File: src/design/hcbd_pkg.sv
package hcbd_pkg;

	// Width of lengths, counts and the size limit
	localparam int LEN_W = 24;

	localparam logic [LEN_W-1:0] LIMIT_RESET = LEN_W'(1048576);

	localparam logic [7:0] CHAR_CR    = 8'h0D;
	localparam logic [7:0] CHAR_LF    = 8'h0A;
	localparam logic [7:0] CHAR_SPACE = 8'h20;
	localparam logic [7:0] CHAR_TAB   = 8'h09;

	// Bytes skipped after each chunk's payload
	localparam logic [1:0] SKIP_BYTES = 2'd2;

	typedef enum logic [4:0] {
		PH_LEAD    = 5'b00001,
		PH_DIGITS  = 5'b00010,
		PH_REST    = 5'b00100,
		PH_PAYLOAD = 5'b01000,
		PH_SKIP    = 5'b10000
	} phase_t;

	typedef enum logic [1:0] {
		ST_OK         = 2'd0,
		ST_INCOMPLETE = 2'd1,
		ST_TOO_LARGE  = 2'd2
	} status_t;

	typedef struct packed {
		logic [7:0] data_byte;
		logic       last_byte;
	} in_item_t;

	typedef struct packed {
		logic [7:0]       body_byte;
		logic             payload_valid;
		logic             done_res;
		logic [1:0]       status;
		logic [LEN_W-1:0] total_length;
	} out_item_t;

	typedef struct packed {
		phase_t           phase;
		logic             saw_cr;
		logic [LEN_W:0]   acc;
		logic [LEN_W-1:0] left;
		logic [1:0]       skip;
		logic [LEN_W-1:0] total;
		logic             finished;
	} dec_state_t;

	localparam dec_state_t STATE_CLEAR = '{
		phase:    PH_LEAD,
		saw_cr:   1'b0,
		acc:      '0,
		left:     '0,
		skip:     '0,
		total:    '0,
		finished: 1'b0
	};

	// Hex digit decode: {is_hex, value}
	function automatic logic [4:0] hex_decode(input logic [7:0] c);
		logic [4:0] r;
		r = '0;
		if (c inside {[8'h30:8'h39]}) begin
			r = {1'b1, 4'(c - 8'h30)};
		end else if (c inside {[8'h61:8'h66]}) begin
			r = {1'b1, 4'(c - 8'h57)};
		end else if (c inside {[8'h41:8'h46]}) begin
			r = {1'b1, 4'(c - 8'h37)};
		end
		return r;
	endfunction

endpackage

File: src/design/hcbd_step.sv
module hcbd_step
	import hcbd_pkg::*;
(
	input  dec_state_t       st,
	input  in_item_t         item,
	input  logic [LEN_W-1:0] limit,
	output dec_state_t       nxt,
	output out_item_t        res
);

	// Next state and result for one byte
	always_comb begin
		logic [4:0]       hx;
		logic [LEN_W-1:0] left_dec;
		logic [1:0]       skip_dec;
		logic [LEN_W:0]   sz;
		logic [LEN_W+1:0] sum;
		logic             done;
		status_t          stat;

		hx       = hex_decode(item.data_byte);
		left_dec = (st.left != '0) ? st.left - 1'b1 : st.left;
		skip_dec = (st.skip != '0) ? st.skip - 1'b1 : st.skip;
		sz       = st.acc;
		sum      = {2'b00, st.total} + {1'b0, sz};
		done     = 1'b0;
		stat     = ST_OK;
		nxt      = st;
		res      = '0;

		if (!st.finished) begin
			case (st.phase)
				PH_PAYLOAD: begin
					res.body_byte     = item.data_byte;
					res.payload_valid = 1'b1;
					nxt.total         = st.total + 1'b1;
					nxt.left          = left_dec;
					if (left_dec == '0) begin
						nxt.phase = PH_SKIP;
						nxt.skip  = SKIP_BYTES;
					end
					if (item.last_byte) begin
						done = 1'b1;
						stat = ST_INCOMPLETE;
					end
				end
				PH_SKIP: begin
					nxt.skip = skip_dec;
					if (skip_dec == '0) begin
						nxt.phase  = PH_LEAD;
						nxt.saw_cr = 1'b0;
						nxt.acc    = '0;
						if (item.last_byte) begin
							done = 1'b1;
							stat = ST_OK;
						end
					end else if (item.last_byte) begin
						done = 1'b1;
						stat = ST_INCOMPLETE;
					end
				end
				PH_LEAD, PH_DIGITS, PH_REST: begin
					if (item.data_byte == CHAR_LF && st.saw_cr) begin
						// End of size line
						nxt.saw_cr = 1'b0;
						nxt.acc    = '0;
						if (sz == '0) begin
							done = 1'b1;
							stat = ST_OK;
						end else if (sum > {2'b00, limit}) begin
							done = 1'b1;
							stat = ST_TOO_LARGE;
						end else begin
							nxt.phase = PH_PAYLOAD;
							nxt.left  = sz[LEN_W-1:0];
							if (item.last_byte) begin
								done = 1'b1;
								stat = ST_INCOMPLETE;
							end
						end
					end else begin
						nxt.saw_cr = (item.data_byte == CHAR_CR);
						if (st.phase == PH_LEAD) begin
							if (hx[4]) begin
								nxt.acc   = {{(LEN_W-3){1'b0}}, hx[3:0]};
								nxt.phase = PH_DIGITS;
							end else if (item.data_byte != CHAR_SPACE &&
								item.data_byte != CHAR_TAB) begin
								nxt.phase = PH_REST;
							end
						end else if (st.phase == PH_DIGITS) begin
							if (hx[4]) begin
								// Saturating acc * 16 + digit
								if (|st.acc[LEN_W:LEN_W-3]) begin
									nxt.acc = '1;
								end else begin
									nxt.acc = {st.acc[LEN_W-4:0], hx[3:0]};
								end
							end else begin
								nxt.phase = PH_REST;
							end
						end
						if (item.last_byte) begin
							done = 1'b1;
							stat = ST_INCOMPLETE;
						end
					end
				end
				default: ;
			endcase
			if (done) begin
				nxt.finished = 1'b1;
			end
		end

		res.done_res     = done;
		res.status       = stat;
		res.total_length = nxt.total;

		// Last byte of a message starts the next one fresh
		if (item.last_byte) begin
			nxt = STATE_CLEAR;
		end
	end

endmodule

File: src/design/http_chunked_body_decoder_unit.sv
// Chunked HTTP body decoder. Takes one raw byte per clock cycle and returns exactly
// one result item per byte, in the cycle after the byte is accepted, from an output
// register. The decode state and that output register are the only stages, so a
// byte is taken every cycle unless a result waits untaken in the output register,
// in which case in_ready follows out_ready. The size limit is written through the
// cfg channel, which is always ready; write it only between messages.
module http_chunked_body_decoder_unit
	import hcbd_pkg::*;
(
	input  logic             clk,
	input  logic             arst_n,
	input  logic             in_valid,
	output logic             in_ready,
	input  in_item_t         in_data,
	output logic             out_valid,
	input  logic             out_ready,
	output out_item_t        out_data,
	input  logic             cfg_valid,
	output logic             cfg_ready,
	input  logic [LEN_W-1:0] cfg_data
);

	dec_state_t       state_q;
	dec_state_t       state_nxt;
	out_item_t        res;
	out_item_t        out_data_q;
	logic             out_valid_q;
	logic [LEN_W-1:0] limit_q;
	logic             in_fire;

	assign in_ready  = !out_valid_q || out_ready;
	assign in_fire   = in_valid && in_ready;
	assign cfg_ready = 1'b1;
	assign out_valid = out_valid_q;
	assign out_data  = out_data_q;

	hcbd_step u_step (
		.st    (state_q),
		.item  (in_data),
		.limit (limit_q),
		.nxt   (state_nxt),
		.res   (res)
	);

	// Size limit register
	always_ff @(posedge clk or negedge arst_n) begin
		if (!arst_n) begin
			limit_q <= LIMIT_RESET;
		end else if (cfg_valid) begin
			limit_q <= cfg_data;
		end
	end

	// Decode state
	always_ff @(posedge clk or negedge arst_n) begin
		if (!arst_n) begin
			state_q <= STATE_CLEAR;
		end else if (in_fire) begin
			state_q <= state_nxt;
		end
	end

	// Output register valid
	always_ff @(posedge clk or negedge arst_n) begin
		if (!arst_n) begin
			out_valid_q <= 1'b0;
		end else if (in_fire) begin
			out_valid_q <= 1'b1;
		end else if (out_ready) begin
			out_valid_q <= 1'b0;
		end
	end

	// Output register payload
	always_ff @(posedge clk) begin
		if (in_fire) begin
			out_data_q <= res;
		end
	end

endmodule

File: config.mk
export PLATFORM = sky130hd
export DESIGN_NAME = http_chunked_body_decoder_unit
export DESIGN_NICKNAME = d
export VERILOG_FILES = /design/src/design/hcbd_pkg.sv /design/src/design/hcbd_step.sv /design/src/design/http_chunked_body_decoder_unit.sv
export SDC_FILE = /design/constraint.sdc
export NUM_CORES = 1
export LEC_CHECK = 0
export ABC_AREA = 1
export BUFFER_PORTS_ARGS = -buffer_cell sky130_fd_sc_hd__buf_4
export CELL_PAD_IN_SITES_DETAIL_PLACEMENT = 1
export CELL_PAD_IN_SITES_GLOBAL_PLACEMENT = 1
export CORE_ASPECT_RATIO = 0.7
export CORE_MARGIN = 4
export CORE_UTILIZATION = 46
export DETAILED_ROUTE_END_ITERATION = 8
export GPL_ROUTABILITY_DRIVEN = 1
export PLACE_DENSITY = 0.8
export RECOVER_POWER = 25
export SETUP_SLACK_MARGIN = 0.4
export SLEW_MARGIN = 0
export SYNTH_ARGS = -nofsm -noshare
export SYNTH_HDL_FRONTEND = slang
export SYNTH_SLANG_ARGS = --single-unit
File: constraint.sdc
create_clock -name clk -period 4.82 [get_ports clk]
set_input_delay 0.241 -clock clk [delete_from_list [all_inputs] [get_ports clk]]
set_output_delay 0.241 -clock clk [all_outputs]
set_load 0.02 [all_outputs]
; After elaboration in Yosys (flattened, before gate mapping)
; Cells that the tools add are included.
[op_classes]
eq_ne = 21
order_cmp = 7
n_reduce_logical = 27
addsub = 7
bitwise_logic = 1
n_mux = 47
[ops]
columns = op, n
row1 = 82-bit 2-to-1 mux, 2
row2 = 25-bit 2-to-1 mux, 5
row3 = 24-bit 2-to-1 mux, 5
row4 = 31-bit 2-to-1 mux, 2
row5 = 5-bit 2-to-1 mux, 11
row6 = 26-bit case mux with 2 select lines, 1
row7 = 24-bit case mux with 2 select lines, 1
row8 = 24-bit by 25-bit adder with 26-bit output, 1
row9 = 26-bit by 24-bit > comparator with 1-bit output, 1
row10 = 25-bit logical NOT, 1
row11 = 24-bit by 1-bit adder with 24-bit output (second input constant), 1
row12 = 24-bit logical NOT, 1
row13 = 24-bit nonzero test, 1
row14 = 24-bit by 1-bit subtractor with 24-bit output (second input constant), 1
row15 = 8-bit by 4-bit == test with 1-bit output (second input constant), 2
row16 = 8-bit by 7-bit greater-or-equal comparator with 1-bit output (second input constant), 2
row17 = 8-bit by 7-bit <= comparator with 1-bit output (second input constant), 2
row18 = 5-bit case mux with 3 select lines, 1
row19 = 6-bit AND reduction, 2
row20 = 1-bit 2-to-1 mux, 11
row21 = 2-bit 2-to-1 mux, 5
row22 = 10-bit AND reduction, 1
row23 = 3-bit by 2-bit inequality test with 1-bit output (second input constant), 3
row24 = 3-bit nonzero test, 3
row25 = 33 further kinds, 44
[totals]
regBits = 143
inputBits = 38
elab_cells = 124
output_inout_bits = 39

; Logic depth before layout (Yosys ltp)
[logic_depth]
depth_word = 13
mapped_depth = 28

; Cells and area by module
; A second synthesis with hierarchy kept.
[unflattened]
hier_cells = 1614
hier_area_um2 = 10994.3
[by_module_without_submodules]
columns = module, cells_each, area_each_um2, n_inst, seq_area_each_um2
row1 = hcbd_step, 1114, 5654.2, 1, 0.0
row2 = http_chunked_body_decoder_unit, 500, 5340.1, 1, 3761.1

; Worst setup path before layout
; No wires, ideal clock.
[synth_path]
path_kind = register to register
from = reg state_q[1] (netlist name)
to = reg state_q[47] (netlist name)
period_less_slack_ns = 3.815
arrival_time_ns = 3.689
setup_slack_ns = 1.005
n_path_buf = 2
path_stages_with_launch = 28
setup_ns = 0.127
path_cell_list = dfrtp_1 -> ha_1 -> fa_1 -> nand2_1 -> nand2_1 -> nand3_1 -> nand2_1 -> a21oi_1 -> o21bai_1 -> a21oi_1 -> o21bai_1 -> a21boi_0 -> o21bai_1 -> xor2_1 -> ha_1 -> nand2_1 -> o211ai_1 -> inv_1 -> nand2_1 -> nand2_1 -> nand2_1 -> nand2_1 -> nand2_1 -> inv_2 -> buf_6 -> buf_6 -> nand2_1 -> o21ai_0
[synth_via]
elab_chain_cells = 4
[synth_lines]
columns = element, line_no
row1 = from (decl), http_chunked_body_decoder_unit.sv:23  ; dec_state_t state_q;
row2 = from (signal assigned), http_chunked_body_decoder_unit.sv:59  ; state_q <= state_nxt;
row3 = 24-bit by 25-bit adder with 26-bit output, hcbd_step.sv:25  ; sum = {2'b00, st.total} + {1'b0, sz};
row4 = 26-bit by 24-bit > comparator with 1-bit output, hcbd_step.sv:70  ; end else if (sum > {2'b00, limit}) begin
row5 = 3-bit inequality test (no line), -
row6 = 6-bit AND reduction (no line), -
; No other way between the ends.
; A chain may end at the register's enable or synchronous reset.

; Final worst setup path
[layout_path]
from = reg state_q[3] (netlist name)
to = reg state_q[49] (netlist name)
; The elaborated chain is that of the path after synthesis.

==> impl_metrics.env <==
export IMPL_die_area_um2=22660
export IMPL_grt_use_met3_pct=6.389
export IMPL_rows=43
export IMPL_worstPathMaxFanout=18
export IMPL_reg2reg_depth=27
export IMPL_clock_fmax_mhz=233.3
export IMPL_met2_usage_pct=41.50
export IMPL_combPwrFrac_pct=46.1
export IMPL_synth_top_cell_area_share_pct=28.16
export IMPL_netlist_instances=1183
export IMPL_r2r_end="state_q[49]$_DFFE_PN0P_"
export IMPL_final_layout_size_suffix_gt1_share_pct=13.42
export IMPL_h_tree_depth=4
export IMPL_power_leakage_nw=5.243
export IMPL_wl_per_cell_um=19.90
export IMPL_hpwl_um=22490
export IMPL_synth_seq_area_share_pct=40.31
export IMPL_clk_pin_slew_ns=0.08
export IMPL_postLayoutCellArea_um2=10850
export IMPL_slew_headroom_pct=-25.05
export IMPL_syn_num_nets=1277
export IMPL_synthesis_area_um2=9330
export IMPL_dp_slack_ns=-0.02358
export IMPL_cp_data_required_time_ns=5.13
export IMPL_critical_path_slowest_cell="dfrtp_2"
export IMPL_yosys_top_cells_area="dfrtp_1 28%, edfxtp_1 12%, nand2_1 10%, ha_1 7.4%, inv_1 6.7%"
export IMPL_cp_start_kind="flop"
export IMPL_totalWireLength_um=30730
export IMPL_viasPerCell=5.731
export IMPL_tightest_slew_ns=1.876
export IMPL_yosysTopAreaCell="dfrtp_1"
export IMPL_n_fill_cell=2448
export IMPL_place_gp_congestion=0.9320
export IMPL_synth_async_reset_ratio_pct=74.83
export IMPL_seqPwrFrac_pct=28.9
export IMPL_port_buffers=75
export IMPL_grt_pass1_wl_um=49110
export IMPL_grt_overflow_total=0
export IMPL_synth_most_common_cell="nand2_1"
export IMPL_antenna_cells=0
export IMPL_ant_nets=0
export IMPL_ys_flop_type="dfrtp_1"
export IMPL_track_usage_pct=27.41
export IMPL_swShare_pct=46.71
export IMPL_use_met1_pct=40.40
export IMPL_maxCapViolations=1
export IMPL_grt_antenna_before_repair=0
export IMPL_whs_endpoint="limit_q[3]$_DFFE_PN0P_"
export IMPL_drv_slew=71
export IMPL_switchingPower_mw=2.476
export IMPL_postPlaceCellArea_um2=10110
export IMPL_drt_pass1_iterations=5
export IMPL_finalCriticalPeriod_ns=4.286
export IMPL_yosysWarnings=0
export IMPL_root_buffer="clkbuf_16"
export IMPL_final_setup_tns_ns=0
export IMPL_stdcell_count=1544
export IMPL_hp_start="cfg_data[3]"
export IMPL_synth_edf_count=36
export IMPL_die_h_um=127.2
export IMPL_r2r_start="state_q[3]$_DFFE_PN0P_"
export IMPL_clock_sinks=143
export IMPL_fin_util_pct=54.67
export IMPL_critPathKind="reg2reg"
export IMPL_status="finished, violations left"
export IMPL_cts_made_buffers=17
export IMPL_powerDensity_nw_per_um2=488.3
export IMPL_dp_cells=1502
export IMPL_cp_buffers_inverters=5
export IMPL_fp_coreArea_um2=19850
export IMPL_area_growth_pct=16.33
export IMPL_synth_seq_cells=143
export IMPL_rsz0062_at_grt="false"
export IMPL_min_path_cells=3
export IMPL_initial_core_util_pct=47.00
export IMPL_p_clk_share_pct=25.0
export IMPL_violations="capacitance limit, slew limit"
export IMPL_clk_latency_ns=0.44
export IMPL_synth_top_cells_by_count="255 x nand2_1, 167 x inv_1, 105 x dfrtp_1"
export IMPL_die_width_um=178.2
export IMPL_busiest_layer="met2"
export IMPL_dr_first_iter_drc_count=763
export IMPL_hold_violations=0
export IMPL_clockBufferDepth=2
export IMPL_grt_max_degree=71
export IMPL_critPathMaxStageDelay_ns=0.48
export IMPL_finalSetupViolations=0
export IMPL_regToRegSetupSlack_ns=0.53
export IMPL_syn_avg_cell_area_um2=7.887
export IMPL_cp_top_family="compound AO/OA/AOI/OAI gates"
export IMPL_finalCritPeriodShare_pct=88.92
export IMPL_clock_skew_ns=0.01551
export IMPL_synth_distinct_cells=56
export IMPL_first_global_vias=9123
export IMPL_finalNetCount=1355
export IMPL_post_route_drc_count=0
export IMPL_worstPathArrival_ns=4.60
export IMPL_intPower_mw=2.825
export IMPL_vias=8849
export IMPL_crit_top_cell="nand2_1"
export IMPL_hp_class="in2reg"
export IMPL_pin_count=77
export IMPL_end_kind="flop"
export IMPL_cts_tree="done"
export IMPL_irDropWorstVdd_v=0.0002531
export IMPL_timing_final_ws_setup_ns=0.5339
==> power by group through the flow <==
stage	Sequential, mW	Combinational (mW)	Clock (mW)
3_5_place_dp	1.55	2.28	0
3_3_place_gp	1.55	2.21	0
6_report	1.53	2.44	1.32
2_1_floorplan	1.53	1.65	0
4_1_cts	1.53	2.37	1.34
5_1_grt	1.55	2.73	1.39
==> state kept, by name (all words and copies together) (netlist names) <==
register   flops
state_q       82
limit_q       24
out_valid      1
out_data      36
==> stage by stage <==
step           hold slack (ns)  power, mW
2_1_floorplan         -0.05459      3.175
3_3_place_gp            0.4388      3.760
3_5_place_dp            0.4255      3.831
4_1_cts               0.008622      5.244
5_1_grt                0.01993      5.679
6_report               0.01035      5.301
==> kinds of logic after synthesis <==
group / after synthesis / synth area share (%)
multiplexers: 1 / 0.1207
other: 1 / 0.04019
AO/OA/AOI/OAI: 232 / 15.02
XOR/XNOR: 43 / 4.036
flip-flops: 143 / 40.31
buffers and inverters: 211 / 9.186
adder cells (fa/ha/maj): 56 / 7.590
AND/OR/NAND/NOR: 496 / 23.70
==> layout by cell type (no fill, tap or decap), drive strengths merged, types with 12 or more instances in the layout <==
| cell type | instances |
|---|---|
| a21oi | 44 |
| buf | 54 |
| clkbuf | 53 |
| dfrtp | 105 |
| edfxtp | 36 |
| ha | 55 |
| inv | 187 |
| nand2 | 256 |
| nand3 | 61 |
| nand4 | 32 |
| nor2 | 109 |
| nor3 | 15 |
| nor4 | 18 |
| o211ai | 23 |
| o21ai | 102 |
| o22ai | 38 |
| xnor2 | 12 |
| xor2 | 31 |
==> worst max path at each step <==
stage	start	to	slack (ns)	cells after the start
3_3_place_gp	state_q[1]$_DFFE_PN0P_	state_q[47]$_DFFE_PN0P_	0.33	26
6_report	state_q[3]$_DFFE_PN0P_	state_q[49]$_DFFE_PN0P_	0.53	27
3_5_place_dp	state_q[1]$_DFFE_PN0P_	state_q[49]$_DFFE_PN0P_	-0.02	25
2_1_floorplan	state_q[1]$_DFFE_PN0P_	state_q[47]$_DFFE_PN0P_	1.00	27
4_1_cts	state_q[3]$_DFFE_PN0P_	state_q[38]$_DFFE_PN0P_	0.41	26
5_1_grt	state_q[3]$_DFFE_PN0P_	state_q[47]$_DFFE_PN0P_	0.23	27
==> per-layer routing <==
layer	part of all wire, %	vias to the layer above
li1	-	4134
met3	7.6	50
met2	44	273
met5	0	-
met1	47	4392
met4	1.6	0
==> worst min-delay path, stage by stage <==
cell and delay, ns:
buf_4 0.08, nand2_1 0.03, o21ai_0 0.06
==> area by class of cell <==
type                            instances  area [um2]  share of cell area (%)
Inverter                              178       671.9                   6.190
Multi-Input combinational cell        829        4886                   45.01
Clock inverter                         15       156.4                   1.441
Tap cell                              270       337.8                   3.112
Clock buffer                           17       425.4                   3.919
Timing Repair Buffer                   92       609.3                   5.614
Sequential cell                       143        3767                   34.71
==> what timing repair did <==
item	CTS	global route
hold buffers	1	0
gates resized for setup	12	28
setup buffers	6	2
endpoints found under the hold margin	18	0
gates cloned	1	0
endpoints found under the setup margin	32	31
pin swaps	4	10
No activity file was read; power rests on OpenSTA's default activity.
